## config.mk

```make
export PLATFORM = sky130hd
export DESIGN_NAME = sha256_stream_hasher_unit
export DESIGN_NICKNAME = d
export VERILOG_FILES = /design/src/hdl/sha256_pkg.sv /design/src/hdl/sha256_datapath.sv /design/src/hdl/sha256_ctrl.sv /design/src/hdl/sha256_stream_hasher_unit.sv
export SDC_FILE = /design/constraint.sdc
export NUM_CORES = 2
export LEC_CHECK = 0
export ABC_AREA = 0
export BUFFER_PORTS_ARGS = -buffer_cell sky130_fd_sc_hd__buf_2
export CAP_MARGIN = 20
export CELL_PAD_IN_SITES_DETAIL_PLACEMENT = 2
export CELL_PAD_IN_SITES_GLOBAL_PLACEMENT = 2
export CORE_ASPECT_RATIO = 0.8
export CORE_MARGIN = 2
export CORE_UTILIZATION = 39
export CTS_BUF_LIST = sky130_fd_sc_hd__clkbuf_8
export DETAILED_ROUTE_END_ITERATION = 12
export PLACE_DENSITY = 0.77
export SLEW_MARGIN = 10
export SYNTH_ARGS = -nofsm -noshare
export SYNTH_HDL_FRONTEND = slang
export SYNTH_SLANG_ARGS = --single-unit
export TNS_END_PERCENT = 30
```

## constraint.sdc

```tcl
create_clock -name i_clk -period 15.6 [get_ports i_clk]
set_input_delay 3.9 -clock i_clk [delete_from_list [all_inputs] [get_ports i_clk]]
set_output_delay 3.9 -clock i_clk [all_outputs]
set_load 0.02 [all_outputs]
```

## src/hdl/sha256_pkg.sv

```systemverilog
// ----------------------------------------------------------------------------
// sha256_pkg
// Shared beat types, controller codes and SHA-256 constants.
// ----------------------------------------------------------------------------
package sha256_pkg;

    typedef struct packed {
        logic [7:0] data_byte;
        logic       has_byte;
        logic       is_last;
    } t_in_beat;

    typedef struct packed {
        logic [31:0] digest_word;
        logic [2:0]  word_index;
        logic        last_word;
    } t_out_beat;

    typedef enum logic [2:0] {
        S_IDLE,
        S_COMP,
        S_ADDH,
        S_PAD80,
        S_PADZ,
        S_LEN,
        S_OUT
    } t_state;

    typedef enum logic [1:0] {
        BYTE_IN,
        BYTE_80,
        BYTE_ZERO,
        BYTE_LEN
    } t_byte_sel;

    typedef struct packed {
        logic      push;
        t_byte_sel sel;
        logic      round;
        logic      addh;
        logic      init;
    } t_cmd;

    typedef struct packed {
        logic [5:0] fill;
        logic       round_last;
    } t_sts;

    localparam logic [7:0] PAD_BYTE   = 8'h80;
    localparam logic [5:0] LEN_OFFSET = 6'd56;
    localparam logic [5:0] FILL_LAST  = 6'd63;
    localparam logic [2:0] WORD_LAST  = 3'd7;

    localparam logic [31:0] ROUND_K [64] = '{
        32'h428a2f98, 32'h71374491, 32'hb5c0fbcf, 32'he9b5dba5,
        32'h3956c25b, 32'h59f111f1, 32'h923f82a4, 32'hab1c5ed5,
        32'hd807aa98, 32'h12835b01, 32'h243185be, 32'h550c7dc3,
        32'h72be5d74, 32'h80deb1fe, 32'h9bdc06a7, 32'hc19bf174,
        32'he49b69c1, 32'hefbe4786, 32'h0fc19dc6, 32'h240ca1cc,
        32'h2de92c6f, 32'h4a7484aa, 32'h5cb0a9dc, 32'h76f988da,
        32'h983e5152, 32'ha831c66d, 32'hb00327c8, 32'hbf597fc7,
        32'hc6e00bf3, 32'hd5a79147, 32'h06ca6351, 32'h14292967,
        32'h27b70a85, 32'h2e1b2138, 32'h4d2c6dfc, 32'h53380d13,
        32'h650a7354, 32'h766a0abb, 32'h81c2c92e, 32'h92722c85,
        32'ha2bfe8a1, 32'ha81a664b, 32'hc24b8b70, 32'hc76c51a3,
        32'hd192e819, 32'hd6990624, 32'hf40e3585, 32'h106aa070,
        32'h19a4c116, 32'h1e376c08, 32'h2748774c, 32'h34b0bcb5,
        32'h391c0cb3, 32'h4ed8aa4a, 32'h5b9cca4f, 32'h682e6ff3,
        32'h748f82ee, 32'h78a5636f, 32'h84c87814, 32'h8cc70208,
        32'h90befffa, 32'ha4506ceb, 32'hbef9a3f7, 32'hc67178f2
    };

    localparam logic [31:0] INIT_H [8] = '{
        32'h6a09e667, 32'hbb67ae85, 32'h3c6ef372, 32'ha54ff53a,
        32'h510e527f, 32'h9b05688c, 32'h1f83d9ab, 32'h5be0cd19
    };

endpackage

```

## src/hdl/sha256_datapath.sv

```systemverilog
// ----------------------------------------------------------------------------
// sha256_datapath
// Block shift line, message schedule, one-round-per-cycle compression.
// ----------------------------------------------------------------------------
module sha256_datapath (
    input  logic                i_clk,
    input  logic                i_rst_n,
    input  sha256_pkg::t_cmd    i_cmd,
    input  logic [7:0]          i_in_byte,
    input  logic [2:0]          i_out_idx,
    output sha256_pkg::t_sts    o_sts,
    output logic [31:0]         o_word
);

    function automatic logic [31:0] ror(input logic [31:0] x, input int n);
        ror = (x >> n) | (x << (32 - n));
    endfunction

    logic [31:0] r_buf [16];
    logic [31:0] r_h   [8];
    logic [31:0] r_v   [8];
    logic [5:0]  r_fill;
    logic [5:0]  r_round;
    logic [60:0] r_total;

    logic [63:0] len_bits;
    logic [2:0]  len_k;
    logic [7:0]  push_byte;
    logic [31:0] w_new, s0, s1, big0, big1, chs, maj, t1, t2;

    assign len_bits = {r_total, 3'b000};
    assign len_k    = ~r_fill[2:0];

    always_comb begin
        case (i_cmd.sel)
            sha256_pkg::BYTE_IN:   push_byte = i_in_byte;
            sha256_pkg::BYTE_80:   push_byte = sha256_pkg::PAD_BYTE;
            sha256_pkg::BYTE_ZERO: push_byte = 8'h00;
            default:               push_byte = len_bits[{len_k, 3'b000} +: 8];
        endcase
    end

    assign s0    = ror(r_buf[1], 7) ^ ror(r_buf[1], 18) ^ (r_buf[1] >> 3);
    assign s1    = ror(r_buf[14], 17) ^ ror(r_buf[14], 19) ^ (r_buf[14] >> 10);
    assign w_new = r_buf[0] + s0 + r_buf[9] + s1;

    assign big1 = ror(r_v[4], 6) ^ ror(r_v[4], 11) ^ ror(r_v[4], 25);
    assign chs  = (r_v[4] & r_v[5]) ^ (~r_v[4] & r_v[6]);
    assign t1   = r_v[7] + big1 + chs + sha256_pkg::ROUND_K[r_round] + r_buf[0];
    assign big0 = ror(r_v[0], 2) ^ ror(r_v[0], 13) ^ ror(r_v[0], 22);
    assign maj  = (r_v[0] & r_v[1]) ^ (r_v[0] & r_v[2]) ^ (r_v[1] & r_v[2]);
    assign t2   = big0 + maj;

    // Shift line and working variables carry no reset.
    always_ff @(posedge i_clk) begin
        if (i_cmd.push) begin
            for (int i = 0; i < 15; i++) begin
                r_buf[i] <= {r_buf[i][23:0], r_buf[i+1][31:24]};
            end
            r_buf[15] <= {r_buf[15][23:0], push_byte};
            if (r_fill == sha256_pkg::FILL_LAST) begin
                for (int i = 0; i < 8; i++) begin
                    r_v[i] <= r_h[i];
                end
            end
        end else if (i_cmd.round) begin
            for (int i = 0; i < 15; i++) begin
                r_buf[i] <= r_buf[i+1];
            end
            r_buf[15] <= w_new;
            r_v[7] <= r_v[6];
            r_v[6] <= r_v[5];
            r_v[5] <= r_v[4];
            r_v[4] <= r_v[3] + t1;
            r_v[3] <= r_v[2];
            r_v[2] <= r_v[1];
            r_v[1] <= r_v[0];
            r_v[0] <= t1 + t2;
        end
    end

    always_ff @(posedge i_clk) begin
        if (!i_rst_n) begin
            for (int i = 0; i < 8; i++) begin
                r_h[i] <= sha256_pkg::INIT_H[i];
            end
            r_fill  <= '0;
            r_round <= '0;
            r_total <= '0;
        end else begin
            if (i_cmd.push) begin
                r_fill <= r_fill + 6'd1;
            end
            if (i_cmd.push && i_cmd.sel == sha256_pkg::BYTE_IN) begin
                r_total <= r_total + 61'd1;
            end
            if (i_cmd.round) begin
                r_round <= r_round + 6'd1;
            end
            if (i_cmd.addh) begin
                for (int i = 0; i < 8; i++) begin
                    r_h[i] <= r_h[i] + r_v[i];
                end
            end else if (i_cmd.init) begin
                for (int i = 0; i < 8; i++) begin
                    r_h[i] <= sha256_pkg::INIT_H[i];
                end
                r_total <= '0;
            end
        end
    end

    assign o_sts.fill       = r_fill;
    assign o_sts.round_last = (r_round == 6'd63);
    assign o_word           = r_h[i_out_idx];

endmodule

```

## src/hdl/sha256_ctrl.sv

```systemverilog
// ----------------------------------------------------------------------------
// sha256_ctrl
// Sequencer for byte intake, padding, compression and digest output.
// ----------------------------------------------------------------------------
module sha256_ctrl (
    input  logic                i_clk,
    input  logic                i_rst_n,
    input  logic                i_in_valid,
    input  logic                i_has_byte,
    input  logic                i_is_last,
    input  logic                i_out_stall,
    input  sha256_pkg::t_sts    i_sts,
    output sha256_pkg::t_cmd    o_cmd,
    output logic                o_in_stall,
    output logic                o_out_valid,
    output logic [2:0]          o_out_idx
);

    sha256_pkg::t_state r_state, n_state;
    logic       r_fin, n_fin;
    logic       r_p80, n_p80;
    logic       r_len, n_len;
    logic [2:0] r_oidx, n_oidx;
    logic       full;

    assign full = (i_sts.fill == sha256_pkg::FILL_LAST);

    always_ff @(posedge i_clk) begin
        if (!i_rst_n) begin
            r_state <= sha256_pkg::S_IDLE;
            r_fin   <= 1'b0;
            r_p80   <= 1'b0;
            r_len   <= 1'b0;
            r_oidx  <= '0;
        end else begin
            r_state <= n_state;
            r_fin   <= n_fin;
            r_p80   <= n_p80;
            r_len   <= n_len;
            r_oidx  <= n_oidx;
        end
    end

    // Next state.
    always_comb begin
        n_state = r_state;
        n_fin   = r_fin;
        n_p80   = r_p80;
        n_len   = r_len;
        n_oidx  = r_oidx;
        unique case (r_state)
            sha256_pkg::S_IDLE: begin
                if (i_in_valid) begin
                    n_fin = i_is_last;
                    if (i_has_byte && full) begin
                        n_state = sha256_pkg::S_COMP;
                    end else if (i_is_last) begin
                        n_state = sha256_pkg::S_PAD80;
                    end
                end
            end
            sha256_pkg::S_COMP: begin
                if (i_sts.round_last) begin
                    n_state = sha256_pkg::S_ADDH;
                end
            end
            sha256_pkg::S_ADDH: begin
                if (!r_fin) begin
                    n_state = sha256_pkg::S_IDLE;
                end else if (r_len) begin
                    n_state = sha256_pkg::S_OUT;
                end else if (r_p80) begin
                    n_state = sha256_pkg::S_PADZ;
                end else begin
                    n_state = sha256_pkg::S_PAD80;
                end
            end
            sha256_pkg::S_PAD80: begin
                n_p80   = 1'b1;
                n_state = full ? sha256_pkg::S_COMP : sha256_pkg::S_PADZ;
            end
            sha256_pkg::S_PADZ: begin
                if (i_sts.fill == sha256_pkg::LEN_OFFSET) begin
                    n_state = sha256_pkg::S_LEN;
                end else if (full) begin
                    n_state = sha256_pkg::S_COMP;
                end
            end
            sha256_pkg::S_LEN: begin
                if (full) begin
                    n_len   = 1'b1;
                    n_state = sha256_pkg::S_COMP;
                end
            end
            sha256_pkg::S_OUT: begin
                if (!i_out_stall) begin
                    n_oidx = r_oidx + 3'd1;
                    if (r_oidx == sha256_pkg::WORD_LAST) begin
                        n_state = sha256_pkg::S_IDLE;
                        n_fin   = 1'b0;
                        n_p80   = 1'b0;
                        n_len   = 1'b0;
                    end
                end
            end
            default: n_state = sha256_pkg::S_IDLE;
        endcase
    end

    // Outputs.
    always_comb begin
        o_cmd      = '0;
        o_cmd.sel  = sha256_pkg::BYTE_IN;
        unique case (r_state)
            sha256_pkg::S_IDLE: begin
                o_cmd.push = i_in_valid && i_has_byte;
            end
            sha256_pkg::S_COMP:  o_cmd.round = 1'b1;
            sha256_pkg::S_ADDH:  o_cmd.addh  = 1'b1;
            sha256_pkg::S_PAD80: begin
                o_cmd.push = 1'b1;
                o_cmd.sel  = sha256_pkg::BYTE_80;
            end
            sha256_pkg::S_PADZ: begin
                o_cmd.push = (i_sts.fill != sha256_pkg::LEN_OFFSET);
                o_cmd.sel  = sha256_pkg::BYTE_ZERO;
            end
            sha256_pkg::S_LEN: begin
                o_cmd.push = 1'b1;
                o_cmd.sel  = sha256_pkg::BYTE_LEN;
            end
            sha256_pkg::S_OUT: begin
                o_cmd.init = !i_out_stall && (r_oidx == sha256_pkg::WORD_LAST);
            end
            default: o_cmd = '0;
        endcase
    end

    assign o_in_stall  = (r_state != sha256_pkg::S_IDLE);
    assign o_out_valid = (r_state == sha256_pkg::S_OUT);
    assign o_out_idx   = r_oidx;

`ifndef NO_ASSERTIONS
    a_round_empty: assert property (@(posedge i_clk) disable iff (!i_rst_n)
        o_cmd.round |-> (i_sts.fill == 6'd0))
        else $error("round issued with bytes in buffer");
    a_push_excl: assert property (@(posedge i_clk) disable iff (!i_rst_n)
        o_cmd.push |-> !(o_cmd.round || o_cmd.addh || o_cmd.init))
        else $error("push overlaps another command");
    a_done_out: assert property (@(posedge i_clk) disable iff (!i_rst_n)
        (r_state == sha256_pkg::S_ADDH && r_fin && r_len) |=> o_out_valid)
        else $error("digest not presented after final block");
`endif

endmodule

```

## src/hdl/sha256_stream_hasher_unit.sv

```systemverilog
// ----------------------------------------------------------------------------
// sha256_stream_hasher_unit
// Streaming SHA-256 hasher, at most one message byte per input beat.
// ----------------------------------------------------------------------------
// Input channel: i_in_valid / o_in_stall carry a t_in_beat. A beat may hold
// one byte (has_byte) and may end the message (is_last).
// Output channel: o_out_valid / i_out_stall carry eight t_out_beat words,
// word 0 first, last_word set on word 7.
// Throughput: a byte beat is taken each cycle while idle; every 64th byte
// then holds the input for the 64 rounds of the single round unit plus the
// hash update before the next byte is taken.
// After a last beat, padding pushes one byte a cycle up to the end of the
// block, pausing once at the length offset, and each block is compressed
// (one or two) with the hash update, then the digest words leave one per cycle
// while the receiver does not stall.
// A stall holds the current digest word; the block takes no new input
// beat until the eighth word has left. Then the hash returns to the
// initial value and a new message starts.
// Reset clears the controller, the byte count and restores the initial
// hash value.
// ----------------------------------------------------------------------------
module sha256_stream_hasher_unit (
    input  logic                     i_clk,
    input  logic                     i_rst_n,
    input  logic                     i_in_valid,
    input  sha256_pkg::t_in_beat     i_in_data,
    output logic                     o_in_stall,
    output logic                     o_out_valid,
    output sha256_pkg::t_out_beat    o_out_data,
    input  logic                     i_out_stall
);

    sha256_pkg::t_cmd cmd;
    sha256_pkg::t_sts sts;
    logic [2:0]       out_idx;
    logic [31:0]      word;

    // Sequence intake, padding, rounds and output.
    sha256_ctrl u_ctrl (
        .i_clk       (i_clk),
        .i_rst_n     (i_rst_n),
        .i_in_valid  (i_in_valid),
        .i_has_byte  (i_in_data.has_byte),
        .i_is_last   (i_in_data.is_last),
        .i_out_stall (i_out_stall),
        .i_sts       (sts),
        .o_cmd       (cmd),
        .o_in_stall  (o_in_stall),
        .o_out_valid (o_out_valid),
        .o_out_idx   (out_idx)
    );

    // Hold block bytes, schedule and hash state.
    sha256_datapath u_dp (
        .i_clk     (i_clk),
        .i_rst_n   (i_rst_n),
        .i_cmd     (cmd),
        .i_in_byte (i_in_data.data_byte),
        .i_out_idx (out_idx),
        .o_sts     (sts),
        .o_word    (word)
    );

    assign o_out_data.digest_word = word;
    assign o_out_data.word_index  = out_idx;
    assign o_out_data.last_word   = (out_idx == sha256_pkg::WORD_LAST);

endmodule

```

After elaboration in Yosys (flattened, before gate mapping). Memory sizes are Yosys's and may differ from the RTL's. A register that Yosys moved wholly into a read port is not among the register bits. Cells that the tools add are included.

Add/subtract/negate cells: 22. Magnitude comparators: 1. Equal/unequal tests: 19. Shifts and indexed selects: 1. Muxes and demuxes: 89. Bitwise operators: 70. Reductions and logical operators: 17.

Operator list (count): 32-bit two-way mux (42); 32-bit adder (18); 32-bit XOR (9); 61-bit two-way mux (3); 32-bit AND (5); 64-bit by 7-bit variable part select with 8-bit output (1); 61-bit by 1-bit adder with 61-bit output (second input constant) (1); 3-bit two-way mux (14); 1-bit OR (40); 32-bit NOT (1); 10-bit by 32-bit OR with 32-bit output (1); 13-bit by 32-bit OR with 32-bit output (1); 14-bit by 32-bit OR with 32-bit output (1); 15-bit by 32-bit OR with 32-bit output (1); 19-bit by 32-bit OR with 32-bit output (1); 21-bit by 32-bit OR with 32-bit output (1); 25-bit by 32-bit OR with 32-bit output (1); 26-bit by 32-bit OR with 32-bit output (1); 30-bit by 32-bit OR with 32-bit output (1); 7-bit by 32-bit OR with 32-bit output (1); 32-bit by 22-bit XOR with 32-bit output (1); 32-bit by 29-bit XOR with 32-bit output (1); 8-bit one-hot mux with 3 select lines (1); 1-bit two-way mux (23); 31 further kinds (49).

Register bits after elaboration: 82. Bits in writable memories: 1024. Memory bits (read-only): 2048. Bits of input ports: 14. Output and inout bits: 38. Memories kept: 4.

Memory list: (no name shown) (depth 64, width 32, rd ports 1, clocked after Yosys merged registers in 0, wr ports 0, line sha256_datapath.sv:49) `assign t1 = r_v[7] + big1 + chs + sha256_pkg::ROUND_K[r_round] + r_buf[0];`; u_dp.r_buf (depth 16, width 32, rd ports 16, clocked after Yosys merged registers in 0, wr ports 16, line sha256_datapath.sv:19) `logic [31:0] r_buf [16];`; u_dp.r_h (depth 8, width 32, rd ports 9, clocked after Yosys merged registers in 1, wr ports 8, line sha256_datapath.sv:20) `logic [31:0] r_h [8];`; u_dp.r_v (depth 8, width 32, rd ports 8, clocked after Yosys merged registers in 0, wr ports 8, line sha256_datapath.sv:21) `logic [31:0] r_v [8];`.

Depth between registers and ports, before layout. An unclocked memory read counts as a cell.

Depth in word-level cells: 10. Gate-level depth with buffers: 42. Mapped depth without buffers: 40.

By module. A second synthesis with hierarchy kept.

Cells, all modules: 7796. Area, all modules: 74609.1 µm².

Modules (own cells, without submodules): sha256_datapath (times used 1, cells each 7708, area each 73924.6 µm², sequential area each 30929.7 µm²); sha256_ctrl (times used 1, cells each 87, area each 678.2 µm², sequential area each 180.2 µm²); sha256_stream_hasher_unit (times used 1, cells each 1, area each 6.3 µm², sequential area each 0.0 µm²).

Worst setup path after synthesis. OpenSTA, ideal clock, no wires.

Path kind: input -> register. Start point: input port i_in_valid. End point: memory u_dp.r_buf[0][0] (enable). Setup time: 3632 ps. Data arrival time: 13194 ps. Setup slack: -1226 ps. Cell stages on the path: 7. Buffers on the path: 3. Path through: and3_1 > buf_2 > nor2_1 > o21a_1 > clkbuf_1 > clkbuf_1 > nand2_1.

RTL lines: from (decl) (line sha256_stream_hasher_unit.sv:25) `input logic i_in_valid,`; to (decl) (line sha256_datapath.sv:19).

==> results.sh <==
export IMPL_outcome="finished, final reports clean"
export IMPL_path_buf_inv=5
export IMPL_max_cap_violations=0
export IMPL_finalHoldViolCount=0
export IMPL_fin_area_um2=81800
export IMPL_clock_fmax_mhz=98.8
export IMPL_drc=0
export IMPL_ctsResizeCount=0
export IMPL_place_congestion=0.964
export IMPL_vias_per_cell=5.89
export IMPL_period_needed_ns=10.12
export IMPL_dieHeight_um=398
export IMPL_io_buffers=51
export IMPL_critPathKind="reg2reg"
export IMPL_hold_path_depth=2
export IMPL_antenna_found_initial=17
export IMPL_die_area_um2=198000
export IMPL_pin_count=52
export IMPL_syn_area_per_cell_um2=9.00
export IMPL_reg2regPathDepth=37
export IMPL_slew_headroom_pct=26.3
export IMPL_yosysSeqAreaShare_pct=41.2
export IMPL_grt_pass1_wl_um=450000
export IMPL_synth_flop_cell="edfxtp_1"
export IMPL_grt_pass1_vias=67600
export IMPL_clk_pin_slew_ns=0.08
export IMPL_syn_inst=8410
export IMPL_worst_setup_path_start_kind="flip-flop"
export IMPL_ctsRootBufferMaster="clkbuf_8"
export IMPL_cpLargestDelayFamily="compound AO/OA/AOI/OAI gates"
export IMPL_final_cell_mix="nand2_1 (2517), edfxtp_1 (896), inv_1 (462)"
export IMPL_final_common_cell="nand2_1"
export IMPL_tightest_slew_ns=1.11
export IMPL_drive_above_1_share_pct=6.46
export IMPL_syn_to_final_growth_pct=8.00
export IMPL_syn_nets=9016
export IMPL_htreeDepth=4
export IMPL_insertion_delay_ns=0.99
export IMPL_arrival_ns=10.79
export IMPL_cts_setup_buffers=0
export IMPL_clock_skew_ns=0.0761
export IMPL_postRouteAntennaNets=0
export IMPL_slowest_delay_ns=0.70
export IMPL_cts_buffers=197
export IMPL_critical_path_required_ns=16.27
export IMPL_final_nets=8870
export IMPL_num_vias=64800
export IMPL_hpwlAfterDp_um=226000
export IMPL_first_pass_iters=6
export IMPL_crit_path_end_kind="flip-flop"
export IMPL_slew_violations=0
export IMPL_clockBufferDepth=3
export IMPL_fin_crit_sh_pct=64.9
export IMPL_grt_max_degree=213
export IMPL_num_rows=144
export IMPL_cts_hold_buffers=0
export IMPL_rsz0062_at_grt="false"
export IMPL_fp_coreArea_um2=193000
export IMPL_die_w_um=497
export IMPL_hp_class="reg2reg"
export IMPL_setup_tns_final_ns=0
export IMPL_synth_edf_count=896
export IMPL_routedWlPerCell_um=27.5
export IMPL_r2r_slack_ns=5.48
export IMPL_overflow=0
export IMPL_cp_num_cells=37
export IMPL_wirelength_um=303000
export IMPL_grt_use_total_pct=30.3
export IMPL_setup_viol_count_final=0
export IMPL_synth_seq_cells=1109
export IMPL_cts_tree="built"
export IMPL_drtIter0Drc=6076
export IMPL_crit_slowest_cell="o21ai_0"
export IMPL_ys_types=95
export IMPL_cp_max_fo=31
export IMPL_yosysWarnings=0
export IMPL_initial_core_util_pct=39.3
export IMPL_syn_area_um2=75700
export IMPL_placed_area_um2=78100
export IMPL_synthArstFlopShare_pct=0
export IMPL_cts_sinks=1109
[per-stage QoR]
step / hold WS (ns) / setup WS [ns] / std cells / utilization (%)
6_report: 0.496 / 5.48 / 11000 / 42.4
5_1_grt: 0.526 / 4.90 / 11000 / 42.4
4_1_cts: 0.497 / 5.60 / 11000 / 42.4
3_5_place_dp: 0.488 / 5.67 / 10600 / 40.5
3_3_place_gp: 0.473 / 5.92 / 10600 / 40.5
2_1_floorplan: 0.453 / 4.01 / 8410 / -
[registers in the layout, summed over array words and instances (netlist names), named ones only]
signal            cells
u_dp.r_buf          512
u_dp.r_h            256
u_dp.r_v            256
u_dp.r_total         61
u_dp.r_fill           6
u_dp.r_round          6
u_ctrl.o_out_idx      3
u_ctrl.r_state        3
u_ctrl.r_fin          1
u_ctrl.r_len          1
u_ctrl.r_p80          1
[routing by layer]
metal	vias up	GRT usage [%]	wire length, um
li1	28700	-	-
met1	33600	46.6	145000
met2	2054	43.4	127000
met3	380	5.56	23500
met4	10	7.29	7390
met5	-	0	75
[worst min-delay path: stages, from the launching register on]
cell	delay, ns
dfxtp_1	0.33
nand2_1	0.06
a21oi_1	0.05
[area by class of cell]
| cell class | instances | area, um^2 |
|---|---|---|
| fill | 21000 | 111000 |
| multi-input combinational | 6459 | 41500 |
| sequential | 1109 | 31200 |
| tap | 2555 | 3200 |
| clock buffer | 207 | 2850 |
| inverter | 377 | 1420 |
| timing repair buffer | 120 | 843 |
| clock inverter | 161 | 791 |
| antenna | 5 | 12.5 |
[kinds of logic after synthesis]
family	after synthesis	synth area share (%)
AOI/OAI and AO/OA	1614	13.3
xor gates and xnor gates	580	6.71
adders and majority gates	595	11.8
buffers and inverters	842	4.18
DFF	1109	41.2
muxes	178	3.79
and+or+nand+nor	3492	19.1
[Yosys cell counts (33+ instances only)]
| cell | instances | area [um^2] |
|---|---|---|
| o21ai_1 | 33 | 165 |
| o21bai_1 | 55 | 413 |
| a211oi_1 | 49 | 368 |
| nor3_1 | 121 | 606 |
| o211ai_1 | 75 | 563 |
| ha_1 | 397 | 4970 |
| a31oi_1 | 55 | 344 |
| dfxtp_1 | 213 | 4260 |
| o31ai_1 | 36 | 270 |
| nand3_1 | 116 | 581 |
| mux2i_1 | 54 | 541 |
| nor2_1 | 358 | 1340 |
| xnor2_1 | 372 | 3260 |
| nor2b_1 | 56 | 350 |
| mux2_2 | 41 | 462 |
| mux4_2 | 83 | 1870 |
| a21oi_1 | 457 | 2290 |
| edfxtp_1 | 896 | 26900 |
| or3_1 | 40 | 250 |
| nand2_1 | 2522 | 9470 |
| and3_1 | 57 | 357 |
| o21a_1 | 65 | 488 |
| a21o_1 | 175 | 1310 |
| buf_1 | 59 | 221 |
| nand2b_1 | 53 | 332 |
| inv_1 | 374 | 1400 |
| o21ai_0 | 414 | 2070 |
| fa_1 | 195 | 3900 |
| xor2_1 | 208 | 1820 |
| nand4_1 | 33 | 206 |
| clkbuf_1 | 402 | 1510 |
[worst paths after layout]
kind                    from         endpoint
min reg2reg  u_dp.r_h[5][17]  u_dp.r_h[5][17]
max reg2reg  u_dp.r_round[1]  u_dp.r_v[0][31]
min          u_dp.r_h[5][17]  u_dp.r_h[5][17]
max          u_dp.r_round[1]  u_dp.r_v[0][31]
Power is not shown: default switching activity piles up to over one toggle a cycle in this logic, so the estimate is an artifact.
